`src/design/cfsu_pkg.sv`:
```
// shared types, widths and constants of the car-following speed update block
`timescale 1ns / 1ps

package cfsu_pkg;

   localparam int SPEED_W  = 16;           // Q8.8 speeds, factors and registers
   localparam int GAP_W    = 24;           // signed Q16.8 gap
   localparam int RND_W    = 8;            // Q0.8 random offset
   localparam int CSR_IDX_W = 3;
   localparam int ACC_W    = 24;           // per-step speed change (a*dt)>>8
   localparam int PROD_W   = 2 * SPEED_W;  // 16 x 16 product
   localparam int T1_W     = 32;           // (k*s*dt)>>16
   localparam int QUO_W    = 40;           // (phi*s*|s-p|)>>8 and its quotient
   localparam int DG_W     = SPEED_W + 1 + GAP_W;  // signed d*g
   localparam int RAD_W    = 42;           // clamped radicand
   localparam int ROOT_W   = RAD_W / 2;
   localparam int GSYNC_W  = QUO_W + 2;    // signed synchronization gap
   localparam int VEL_W    = 27;           // signed internal speeds
   localparam int LATENCY  = 3 + QUO_W + 3;  // accept edge to result edge

   localparam logic [SPEED_W-1:0] MAX_ACCEL_RST   = 16'd666;
   localparam logic [SPEED_W-1:0] MAX_DECEL_RST   = 16'd1152;
   localparam logic [SPEED_W-1:0] TAU_DECEL_RST   = 16'd1152;
   localparam logic [SPEED_W-1:0] K_FACTOR_RST    = 16'd128;
   localparam logic [SPEED_W-1:0] PHI_FACTOR_RST  = 16'd1280;
   localparam logic [SPEED_W-1:0] STEP_LENGTH_RST = 16'd256;

   // leader at rest closer than 0.01 m
   localparam logic signed [GAP_W-1:0] STOP_GAP = 24'sd3;

   typedef enum logic [CSR_IDX_W-1:0] {
      CFG_MAX_ACCEL   = 3'd0,
      CFG_MAX_DECEL   = 3'd1,
      CFG_TAU_DECEL   = 3'd2,
      CFG_K_FACTOR    = 3'd3,
      CFG_PHI_FACTOR  = 3'd4,
      CFG_STEP_LENGTH = 3'd5
   } cfg_index_type;

   // item data that rides alongside the divider
   typedef struct packed {
      logic [SPEED_W-1:0]       own;
      logic signed [GAP_W-1:0]  gap;
      logic [SPEED_W-1:0]       pred;
      logic [SPEED_W-1:0]       free;
      logic [RND_W-1:0]         rnd;
      logic                     stop;
      logic                     dneg;
      logic [T1_W-1:0]          t1;
   } side_type;

endpackage

```
`src/design/cfsu_div_pipe.sv`:
```
// pipelined restoring divider, one quotient bit per stage
`timescale 1ns / 1ps

module cfsu_div_pipe #(
   parameter int NUM_W = cfsu_pkg::QUO_W,
   parameter int DEN_W = cfsu_pkg::SPEED_W
) (
   input  logic             clock,
   input  logic             reset,
   input  logic             in_valid,
   input  logic [NUM_W-1:0] in_num,
   input  logic [DEN_W-1:0] den,
   output logic             out_valid,
   output logic [NUM_W-1:0] out_quo
);

   logic [NUM_W-1:0] num_ff [NUM_W];
   logic [DEN_W-1:0] rem_ff [NUM_W];
   logic [NUM_W-1:0] vld_ff;

   genvar i;
   generate
      for (i = 0; i < NUM_W; i++) begin : g_stage
         logic [NUM_W-1:0] num_prev;
         logic [DEN_W-1:0] rem_prev;
         logic             vld_prev;
         logic [DEN_W:0]   cat;
         logic             ge;
         logic [DEN_W:0]   diff;
         logic [NUM_W-1:0] num_in;
         logic [DEN_W-1:0] rem_in;

         if (i == 0) begin : g_first
            assign num_prev = in_num;
            assign rem_prev = '0;
            assign vld_prev = in_valid;
         end else begin : g_next
            assign num_prev = num_ff[i-1];
            assign rem_prev = rem_ff[i-1];
            assign vld_prev = vld_ff[i-1];
         end

         always_comb begin
            cat    = {rem_prev, num_prev[NUM_W-1]};
            ge     = (cat >= {1'b0, den});
            diff   = cat - {1'b0, den};
            rem_in = ge ? diff[DEN_W-1:0] : cat[DEN_W-1:0];
            num_in = {num_prev[NUM_W-2:0], ge};
         end

         always_ff @(posedge clock) begin
            if (reset) begin
               vld_ff[i] <= 1'b0;
            end else begin
               vld_ff[i] <= vld_prev;
            end
            num_ff[i] <= num_in;
            rem_ff[i] <= rem_in;
         end
      end
   endgenerate

   assign out_valid = vld_ff[NUM_W-1];
   assign out_quo   = num_ff[NUM_W-1];

endmodule

```
`config.mk`:
```
export PLATFORM = sky130hd
export DESIGN_NAME = cfsu_div_pipe
export DESIGN_NICKNAME = d
export VERILOG_FILES = /design/src/design/cfsu_pkg.sv /design/src/design/cfsu_div_pipe.sv
export SDC_FILE = /design/constraint.sdc
export NUM_CORES = 2
export LEC_CHECK = 0
export ABC_AREA = 1
export BUFFER_PORTS_ARGS = -buffer_cell sky130_fd_sc_hd__buf_2
export CAP_MARGIN = 20
export CORE_MARGIN = 5
export CORE_UTILIZATION = 37
export DETAILED_ROUTE_END_ITERATION = 10
export GPL_TIMING_DRIVEN = 0
export PLACE_DENSITY = 0.55
export SLEW_MARGIN = 10
export SYNTH_ARGS = -nofsm -noshare
export SYNTH_HDL_FRONTEND = slang
export SYNTH_SLANG_ARGS = --single-unit
```
`constraint.sdc`:
```
create_clock -name clock -period 3.4 [get_ports clock]
set_clock_uncertainty 0.05 [all_clocks]
set_input_delay 0.17 -clock clock [delete_from_list [all_inputs] [get_ports clock]]
set_output_delay 0.17 -clock clock [all_outputs]
set_load 0.01 [all_outputs]
```
==> impl_metrics.toml <==
[finish]
drive_gt1_share_pct = 7.643
mostFrequentLayoutCells = "nand2_1, dfxtp_1, inv_1, nand3_1, ha_1"
nets = 13560
areaGrowthSynthToFinish_pct = 15.51
final_util_pct = 42.96
final_common_cell = "nand2_1"
fin_area_um2 = 110500

[clocking]
htree_levels = 4
cts_sinks = 2264
post_cts_resized = 0
clk_latency_ps = 890
postCtsSetupRepairBufs = 0
path_clk_slew_ps = 60
ctsLongestPathBuffers = 3
numCtsBuffers = 235
cts_root_buffer = "clkbuf_16"
ctsHoldBuffers = 95
cts_tree = "yes"

[hold_path]
hold_depth = 5
hold_end = "rem_ff[0][113]"
hold_class = "in2reg"
min-delay-start = "den[1]"

[pwr]
p_leak_nw = 58.69
powerDensity_nw_per_um2 = 933.7
power_mw = 103.1
irDropWorstVdd_v = 0.0006776

[yosys]
synth-xor-area-share_pct = 2.134
syn_avg_cell_area_um2 = 7.721
synth_ff_type = "dfxtp_1"
synth_cells = 12390
synth_fp_nets = 13110
synth_top_family_by_area = "simple AND/OR/NAND/NOR gates"
yosys-mux-area-fraction_pct = 0
ys_seq_area_share_pct = 47.39
synth_area_um2 = 95630
synthArstFlopShare_pct = 0
synthSimpleGateAreaFrac_pct = 30.43
synth_fa_ha_area_share_pct = 8.986
synth_edf_count = 0
yosysWarnings = 0
synth_seq_cells = 2264
yosysUniqueCellTypes = 47
synth_compound_area_share_pct = 2.435

[die]
initial_core_util_pct = 37.19
core_area_um2 = 257200
dieArea_um2 = 268700
dieWidth_um = 518.4
io_pins = 100
fp.dieH_um = 518.4
rows = 186

[placement]
place.gp.congestion = 0.8833
placed_area_um2 = 100900
portBuffers = 98
hpwl_um = 169800
dpl_worst_slack_ps = 372.7

[global_routing]
grt_pass1_wl_um = 368800
grt_pass1_vias = 69300
grt_max_degree = 32
grt_overflow_total = 0
grt_antenna_before_repair = 5
track_usage_pct = 16.95

[sta]
rsz0062_at_grt = "no"
setup_viol = 0
fin_crit_ps = 3148
worst_pin_slew_ps = 706.0
tns_ps = 0
relSlewSlack_pct = 52.76
period_share_pct = 92.58
drv_slew = 0
fin_ws_ps = 252.4
fmax_ghz = 0.3177
hold_viol = 0

[detailed_routing]
via_count = 73790
antenna_left = 0
drt-initial-drc-count = 4522
vias_per_cell = 4.495
firstDrtPassIters = 7
route.detailed.drc = 0
wl_per_cell_um = 14.15
totalWireLength_um = 232400

[worst_setup_path]
ff2ff_path_depth = 11
cp.arrival_ps = 3920
r2r_end = "rem_ff[3][14]"
cpMaxStageDelayCell = "dlygate4sd3_1"
critPathKind = "in2reg"
r2r_setup_slack_ps = 1220
critPathCaptureType = "register"
r2r_start = "num_ff[23][39]"
critPathRequiredTime_ps = 4170
critical_path_peak_fanout = 23
critical_path.max_stage_delay_ps = 720
cp_cell_sequence = "buf_2 -> inv_4 -> buf_16 -> nand4_1 -> nor3_1 -> dlygate4sd3_1 -> nand3_2 -> dlygate4sd3_1 -> buf_2 -> a21oi_1 -> dlygate4sd3_1"
crit_top_cell = "dlygate4sd3_1"
critical_path.startpoint_type = "primary input"

[outcome]
status = "complete, no violations"

[run]
drv_cap = 0
[metrics by stage]
step,hold WS (ps),std cells
2_1_floorplan,147.7,12390
3_3_place_gp,221.7,15870
3_5_place_dp,223.6,15890
4_1_cts,63.83,16420
5_1_grt,110.8,16420
6_report,131.5,16420
[kinds of logic (layout without fill, tap and decap cells)]
logic type / count (synthesis) / in the layout
adder cells (fa/ha/maj): 664 / 664
flip-flops: 2264 / 2264
AO/OA/AOI/OAI: 433 / 433
other: 0 / 2
AND/OR/NAND/NOR: 6772 / 6772
buffers and inverters: 2020 / 2666
XOR/XNOR: 233 / 233
[cell usage after synthesis, drive strengths merged, types with 5 or more instances]
library cell | count | area, um^2
and2 | 24 | 150.1
nor4 | 16 | 221.5
dfxtp | 2264 | 45320
nor2 | 555 | 2411
ha | 626 | 7833
a21oi | 343 | 1717
nor3 | 122 | 640.6
o21a | 28 | 210.2
nand3 | 984 | 5235
nand3b | 89 | 668.1
xor2 | 176 | 1541
buf | 125 | 1117
nand4 | 168 | 1051
fa | 38 | 760.7
and3 | 17 | 106.4
o21bai | 24 | 180.2
or2 | 34 | 212.7
nand2 | 4758 | 18340
xnor2 | 57 | 499.2
nor3b | 5 | 62.56
o21ai | 33 | 180.2
clkbuf | 16 | 75.07
inv | 1877 | 7046
[critical path, delay by kind of cell]
kind,cells,cell delay (ps)
AOI/OAI and AO/OA,1,130
buffers and inverters,7,3010
and+or+nand+nor,3,540
[state kept, by name, indices dropped and copies added (netlist names)]
signal / count
out_valid: 1
g_stage.vld_prev: 39
num_ff: 1600
rem_ff: 624
[area by class of cell]
| cell class | count | area (um^2) |
|---|---|---|
| Fill cell | 26050 | 146700 |
| Antenna cell | 2 | 5.005 |
| Buffer | 141 | 1192 |
| Sequential cell | 2264 | 45320 |
| Clock buffer | 297 | 6454 |
| Clock inverter | 137 | 2152 |
| Inverter | 1879 | 7093 |
| Multi-Input combinational cell | 8102 | 42070 |
| Tap cell | 3384 | 4234 |
| Timing Repair Buffer | 212 | 1951 |
[layer usage]
layer | global-route usage (%) | wire [um] | vias to the layer above
met3 | 2.464 | 10960 | 403
met5 | 0 | 0 | -
met4 | 5.106 | 6733 | 0
met2 | 27.37 | 102100 | 1371
li1 | - | - | 39310
met1 | 23.46 | 112600 | 32710
[report_power, final]
group          switching [mW]  internal (mW)  leakage, nW
Clock                    11.0           16.5         4.15
Sequential               3.19           33.1         18.9
Combinational            25.2           14.1         35.7
Total                    39.4           63.7         58.7
[worst max-delay path by stage]
stage,cells past startpoint,startpoint,to
detailed placement,13,den[1],rem_ff[4][59]
global route,11,den[8],rem_ff[0][14]
global placement,11,den[1],rem_ff[4][60]
finish,11,den[8],rem_ff[0][14]
floorplan,12,den[6],rem_ff[4][36]
CTS,11,den[8],rem_ff[0][12]
Power figures use the tool's default switching activity.
