### config.mk
export PLATFORM = sky130hd
export DESIGN_NAME = cfsu_sqrt_pipe
export DESIGN_NICKNAME = d
export VERILOG_FILES = /design/src/design/cfsu_pkg.sv /design/src/design/cfsu_sqrt_pipe.sv
export SDC_FILE = /design/constraint.sdc
export NUM_CORES = 2
export LEC_CHECK = 0
export ABC_AREA = 0
export BUFFER_PORTS_ARGS = -buffer_cell sky130_fd_sc_hd__clkbuf_2
export CAP_MARGIN = 5
export CELL_PAD_IN_SITES_DETAIL_PLACEMENT = 1
export CELL_PAD_IN_SITES_GLOBAL_PLACEMENT = 1
export CORE_MARGIN = 1
export CORE_UTILIZATION = 40
export DETAILED_ROUTE_END_ITERATION = 6
export PLACE_DENSITY = 0.75
export SLEW_MARGIN = 10
export SYNTH_ARGS = -nofsm -noshare
export SYNTH_HDL_FRONTEND = slang
export SYNTH_SLANG_ARGS = --single-unit
### constraint.sdc
create_clock -name clock -period 3.2 [get_ports clock]
set_input_delay 0.48 -clock clock [delete_from_list [all_inputs] [get_ports clock]]
set_output_delay 0.48 -clock clock [all_outputs]
set_load 0.01 [all_outputs]
### src/design/cfsu_pkg.sv
// shared types, widths and constants of the car-following speed update block
`timescale 1ns / 1ps

package cfsu_pkg;

   localparam int SPEED_W  = 16;           // Q8.8 speeds, factors and registers
   localparam int GAP_W    = 24;           // signed Q16.8 gap
   localparam int RND_W    = 8;            // Q0.8 random offset
   localparam int CSR_IDX_W = 3;
   localparam int ACC_W    = 24;           // per-step speed change (a*dt)>>8
   localparam int PROD_W   = 2 * SPEED_W;  // 16 x 16 product
   localparam int T1_W     = 32;           // (k*s*dt)>>16
   localparam int QUO_W    = 40;           // (phi*s*|s-p|)>>8 and its quotient
   localparam int DG_W     = SPEED_W + 1 + GAP_W;  // signed d*g
   localparam int RAD_W    = 42;           // clamped radicand
   localparam int ROOT_W   = RAD_W / 2;
   localparam int GSYNC_W  = QUO_W + 2;    // signed synchronization gap
   localparam int VEL_W    = 27;           // signed internal speeds
   localparam int LATENCY  = 3 + QUO_W + 3;  // accept edge to result edge

   localparam logic [SPEED_W-1:0] MAX_ACCEL_RST   = 16'd666;
   localparam logic [SPEED_W-1:0] MAX_DECEL_RST   = 16'd1152;
   localparam logic [SPEED_W-1:0] TAU_DECEL_RST   = 16'd1152;
   localparam logic [SPEED_W-1:0] K_FACTOR_RST    = 16'd128;
   localparam logic [SPEED_W-1:0] PHI_FACTOR_RST  = 16'd1280;
   localparam logic [SPEED_W-1:0] STEP_LENGTH_RST = 16'd256;

   // leader at rest closer than 0.01 m
   localparam logic signed [GAP_W-1:0] STOP_GAP = 24'sd3;

   typedef enum logic [CSR_IDX_W-1:0] {
      CFG_MAX_ACCEL   = 3'd0,
      CFG_MAX_DECEL   = 3'd1,
      CFG_TAU_DECEL   = 3'd2,
      CFG_K_FACTOR    = 3'd3,
      CFG_PHI_FACTOR  = 3'd4,
      CFG_STEP_LENGTH = 3'd5
   } cfg_index_type;

   // item data that rides alongside the divider
   typedef struct packed {
      logic [SPEED_W-1:0]       own;
      logic signed [GAP_W-1:0]  gap;
      logic [SPEED_W-1:0]       pred;
      logic [SPEED_W-1:0]       free;
      logic [RND_W-1:0]         rnd;
      logic                     stop;
      logic                     dneg;
      logic [T1_W-1:0]          t1;
   } side_type;

endpackage

### src/design/cfsu_sqrt_pipe.sv
// pipelined floor square root, two radicand bits per stage
`timescale 1ns / 1ps

module cfsu_sqrt_pipe #(
   parameter int RAD_W = cfsu_pkg::RAD_W
) (
   input  logic                 clock,
   input  logic [RAD_W-1:0]     in_rad,
   output logic [RAD_W/2-1:0]   out_root
);

   localparam int ROOT_W = RAD_W / 2;
   localparam int REM_W  = ROOT_W + 2;

   logic [RAD_W-1:0]  x_ff    [ROOT_W];
   logic [ROOT_W-1:0] root_ff [ROOT_W];
   logic [REM_W-1:0]  rem_ff  [ROOT_W];

   genvar i;
   generate
      for (i = 0; i < ROOT_W; i++) begin : g_stage
         logic [RAD_W-1:0]  x_prev;
         logic [ROOT_W-1:0] root_prev;
         logic [REM_W-1:0]  rem_prev;
         logic [REM_W+1:0]  cat;
         logic [REM_W+1:0]  trial;
         logic              ge;
         logic [REM_W+1:0]  diff;
         logic [REM_W-1:0]  rem_in;
         logic [ROOT_W-1:0] root_in;

         if (i == 0) begin : g_first
            assign x_prev    = in_rad;
            assign root_prev = '0;
            assign rem_prev  = '0;
         end else begin : g_next
            assign x_prev    = x_ff[i-1];
            assign root_prev = root_ff[i-1];
            assign rem_prev  = rem_ff[i-1];
         end

         always_comb begin
            cat     = {rem_prev, x_prev[RAD_W-1 -: 2]};
            trial   = {{(REM_W-ROOT_W){1'b0}}, root_prev, 2'b01};
            ge      = (cat >= trial);
            diff    = cat - trial;
            rem_in  = ge ? diff[REM_W-1:0] : cat[REM_W-1:0];
            root_in = {root_prev[ROOT_W-2:0], ge};
         end

         always_ff @(posedge clock) begin
            x_ff[i]    <= {x_prev[RAD_W-3:0], 2'b00};
            root_ff[i] <= root_in;
            rem_ff[i]  <= rem_in;
         end
      end
   endgenerate

   assign out_root = root_ff[ROOT_W-1];

endmodule

==> flow_summary.json <==
{
  "status": "complete, no violations",
  "clk_latency_ns": 0.71,
  "min_to": "x_ff[2][61]$_DFF_P_",
  "setup_viol": 0,
  "critPathTopFamily": "simple AND/OR/NAND/NOR gates",
  "synth_area_sq_um": 39000,
  "drive_above_1_share_pct": 8.28,
  "synth_xor_area_share_pct": 7.54,
  "synth_cells": 3772,
  "finalClockSkew_ns": 0.0359,
  "gr-usage-met3_pct": 2.85,
  "synth_edf_count": 0,
  "wirelength_mm": 85.1,
  "grt_pass1_wl_mm": 140,
  "hold_viol": 0,
  "drtAntennaViolNets": 0,
  "numPortBuffers": 63,
  "fin_crit_ns": 3.03,
  "setup_tns_ns": 0,
  "synthArstFlopShare_pct": 0,
  "rsz0062_at_grt": "true",
  "hold_slack_ns": 0.317,
  "synth.distinct_cells": 80,
  "grt_max_degree": 38,
  "r2r-start": "root_ff[1][112]$_DFF_P_",
  "coreArea_sq_um": 96700,
  "ys_ff_latch": 1082,
  "critical_path_buf_inv_count": 1,
  "setup_slack_ns": 0.168,
  "nNetsFinal": 4274,
  "maxSlewViolCount": 0,
  "grtUsageMet1_pct": 21.2,
  "layout_commonest_cell": "dfxtp_1",
  "area_growth_pct": 16.5,
  "fmax_mhz": 330,
  "numCtsBuffers": 109,
  "htreeDepth": 3,
  "drt_iter0_drc": 1043,
  "dr.pass1.iters": 5,
  "post_cts_buffers": 0,
  "grt-ovfl-total": 0,
  "dp_hpwl_mm": 61.6,
  "grt_pass1_vias": 27800,
  "reg2reg_setup_slack_ns": 0.17,
  "place_ws_ns": -0.133,
  "cpMostUsedCell": "nor4_1",
  "cp-startpoint": "root_ff[1][112]$_DFF_P_",
  "start_util_pct": 40.3,
  "avgRoutedWirePerCell_microns": 15.9,
  "seq_area_frac_synth_pct": 55.5,
  "min_path_type": "flip-flop to flip-flop",
  "io_pins": 64,
  "maxCapViolCount": 0,
  "via_count": 26200,
  "gp_congestion": 0.855,
  "synth_adder_area_share_pct": 8.12,
  "synth_fp_nets": 4068,
  "busiest_layer": "met2",
  "die_x_microns": 314,
  "grt_antenna_before_repair": 0,
  "synth-simple-area-share_pct": 12.2,
  "cts_root_buf": "clkbuf_16",
  "rows": 114,
  "worst-r2r-cell-count": 10,
  "worst_path_max_delay_cell": "nor4_1",
  "worstSetupPathType": "flip-flop to flip-flop",
  "fin_crit_sh_pct": 94.7,
  "yosys_warnings": 0,
  "power.leakage_nw": 21.2,
  "worst_pin_slew_ns": 0.830,
  "crit_chain": "inv_1 -> ha_1 -> nand2_1 -> nor4_1 -> a31oi_1 -> nand2b_1 -> or2_1 -> or4b_1 -> nor4_1 -> xor2_1",
  "dieArea_sq_um": 98800,
  "r2r-end": "rem_ff[1][158]$_DFF_P_",
  "worstPathMaxFanout": 6,
  "n_antenna_cell": 0,
  "chipHeight_microns": 314,
  "drc": 0,
  "ir_drop_uv": 584,
  "clk_pin_slew_ns": 0.07,
  "stdcell_area_sq_um": 45500,
  "fill_cells": 10600,
  "critical-path-max-stage-delay_ns": 0.63,
  "clock_path_buffers": 3,
  "viasPerCell": 4.90,
  "hp-start": "x_ff[2][19]$_DFF_P_",
  "end_kind": "flip-flop",
  "crit_required_ns": 3.81,
  "whs_path_depth": 0,
  "avgSynthCellArea_sq_um": 10.3,
  "synth-compound-area-share_pct": 11.6,
  "most-common-layout-cells": "dfxtp_1, inv_1, ha_1, nand2_1, nor2_1",
  "synth_top_family_by_area": "simple AND/OR/NAND/NOR gates",
  "cp-start-kind": "flip-flop",
  "place_area_sq_um": 41100,
  "crit_arrival_ns": 3.64,
  "cts_tree": "built",
  "synth_mux_area_share_pct": 1.40,
  "met2_usage_pct": 30.1,
  "relSlewSlack_pct": 44.1,
  "p_per_area_nw_per_um2": 814,
  "cts.sinks": 1082,
  "synth_ff_type": "dfxtp_1",
  "track_usage_pct": 17.2
}
final cells by class:
type / count / area [sq um] / share of cell area [%]
Timing Repair Buffer: 144 / 1060 / 2.32
Clock buffer: 142 / 3030 / 6.67
Clock inverter: 63 / 920 / 2.02
Multi-Input combinational cell: 2321 / 16000 / 35.2
Inverter: 320 / 1200 / 2.64
Tap cell: 1276 / 1600 / 3.51
Sequential cell: 1082 / 21700 / 47.7
worst max path at each step:
stage	endpoint	slack, ns	cells after the start
floorplan	rem_ff[2][61]$_DFF_P_	0.40	10
global placement	rem_ff[1][157]$_DFF_P_	-0.07	10
detailed placement	rem_ff[1][158]$_DFF_P_	-0.13	10
CTS	rem_ff[1][158]$_DFF_P_	0.08	10
global route	rem_ff[1][158]$_DFF_P_	-0.003	10
finish	rem_ff[1][158]$_DFF_P_	0.17	10
power breakdown:
group          leakage [nW]  switching [mW]  internal, mW  total, mW
sequential             9.06            1.73          15.7       17.5
combinational          10.3            3.27          2.75       6.02
clock                  1.88            5.50          7.99       13.5
total                  21.2            10.5          26.5       37.0
synth_stat cells, types with 15 or more instances:
cell,n,area share (%)
a211oi_1,20,0.38
a21o_1,83,1.6
a21oi_1,196,2.5
a31oi_1,28,0.45
and3_1,19,0.30
clkbuf_1,35,0.34
dfxtp_1,1082,56
ha_1,253,8.1
inv_1,311,3.0
mux2_1,35,1.0
nand2_1,246,2.4
nand2b_1,55,0.88
nand3_1,52,0.67
nand4_1,46,0.74
nor2_1,222,2.1
nor2b_1,30,0.48
nor3_1,109,1.4
nor4_1,46,0.74
o211ai_1,15,0.29
o21a_1,62,1.2
o21ai_0,99,1.3
o21ai_1,92,1.2
o21bai_1,23,0.44
o31ai_1,20,0.38
or3_1,39,0.63
or4_1,18,0.35
xnor2_1,188,4.2
xor2_1,148,3.3
state kept, by name (all words and copies together), names as in the netlist:
| register | cells |
|---|---|
| root_ff | 231 |
| x_ff | 420 |
| rem_ff | 431 |
through the flow:
stage                     power [mW]  cells  utilization [%]
after floorplan                 21.7   3772                -
after global placement          23.4   5100             42.5
after detailed placement        23.6   5100             42.5
after CTS                       37.4   5348             47.0
after global routing            39.0   5348             47.0
final                           37.0   5348             47.0
cells by family after synthesis:
kind of cell,after synthesis
adder cells (fa/ha/maj),253
flip-flops,1082
AND/OR/NAND/NOR,960
XOR/XNOR,336
buffers and inverters,369
AO/OA/AOI/OAI,722
multiplexers,49
other,1
layer usage:
metal,part of all wire (%),wire length [microns],vias up
met1,46,39000,12500
met4,3.2,2720,0
met2,48,41100,278
met5,0,0,-
li1,-,-,13300
met3,2.7,2330,154
repair_timing:
item,in CTS,in global routing
endpoints found under the setup margin,5,7
pin swaps,0,0
gates resized for setup,1,2
endpoints found under the hold margin,43,0
hold buffers,43,0
No activity file was read; power rests on OpenSTA's default activity.
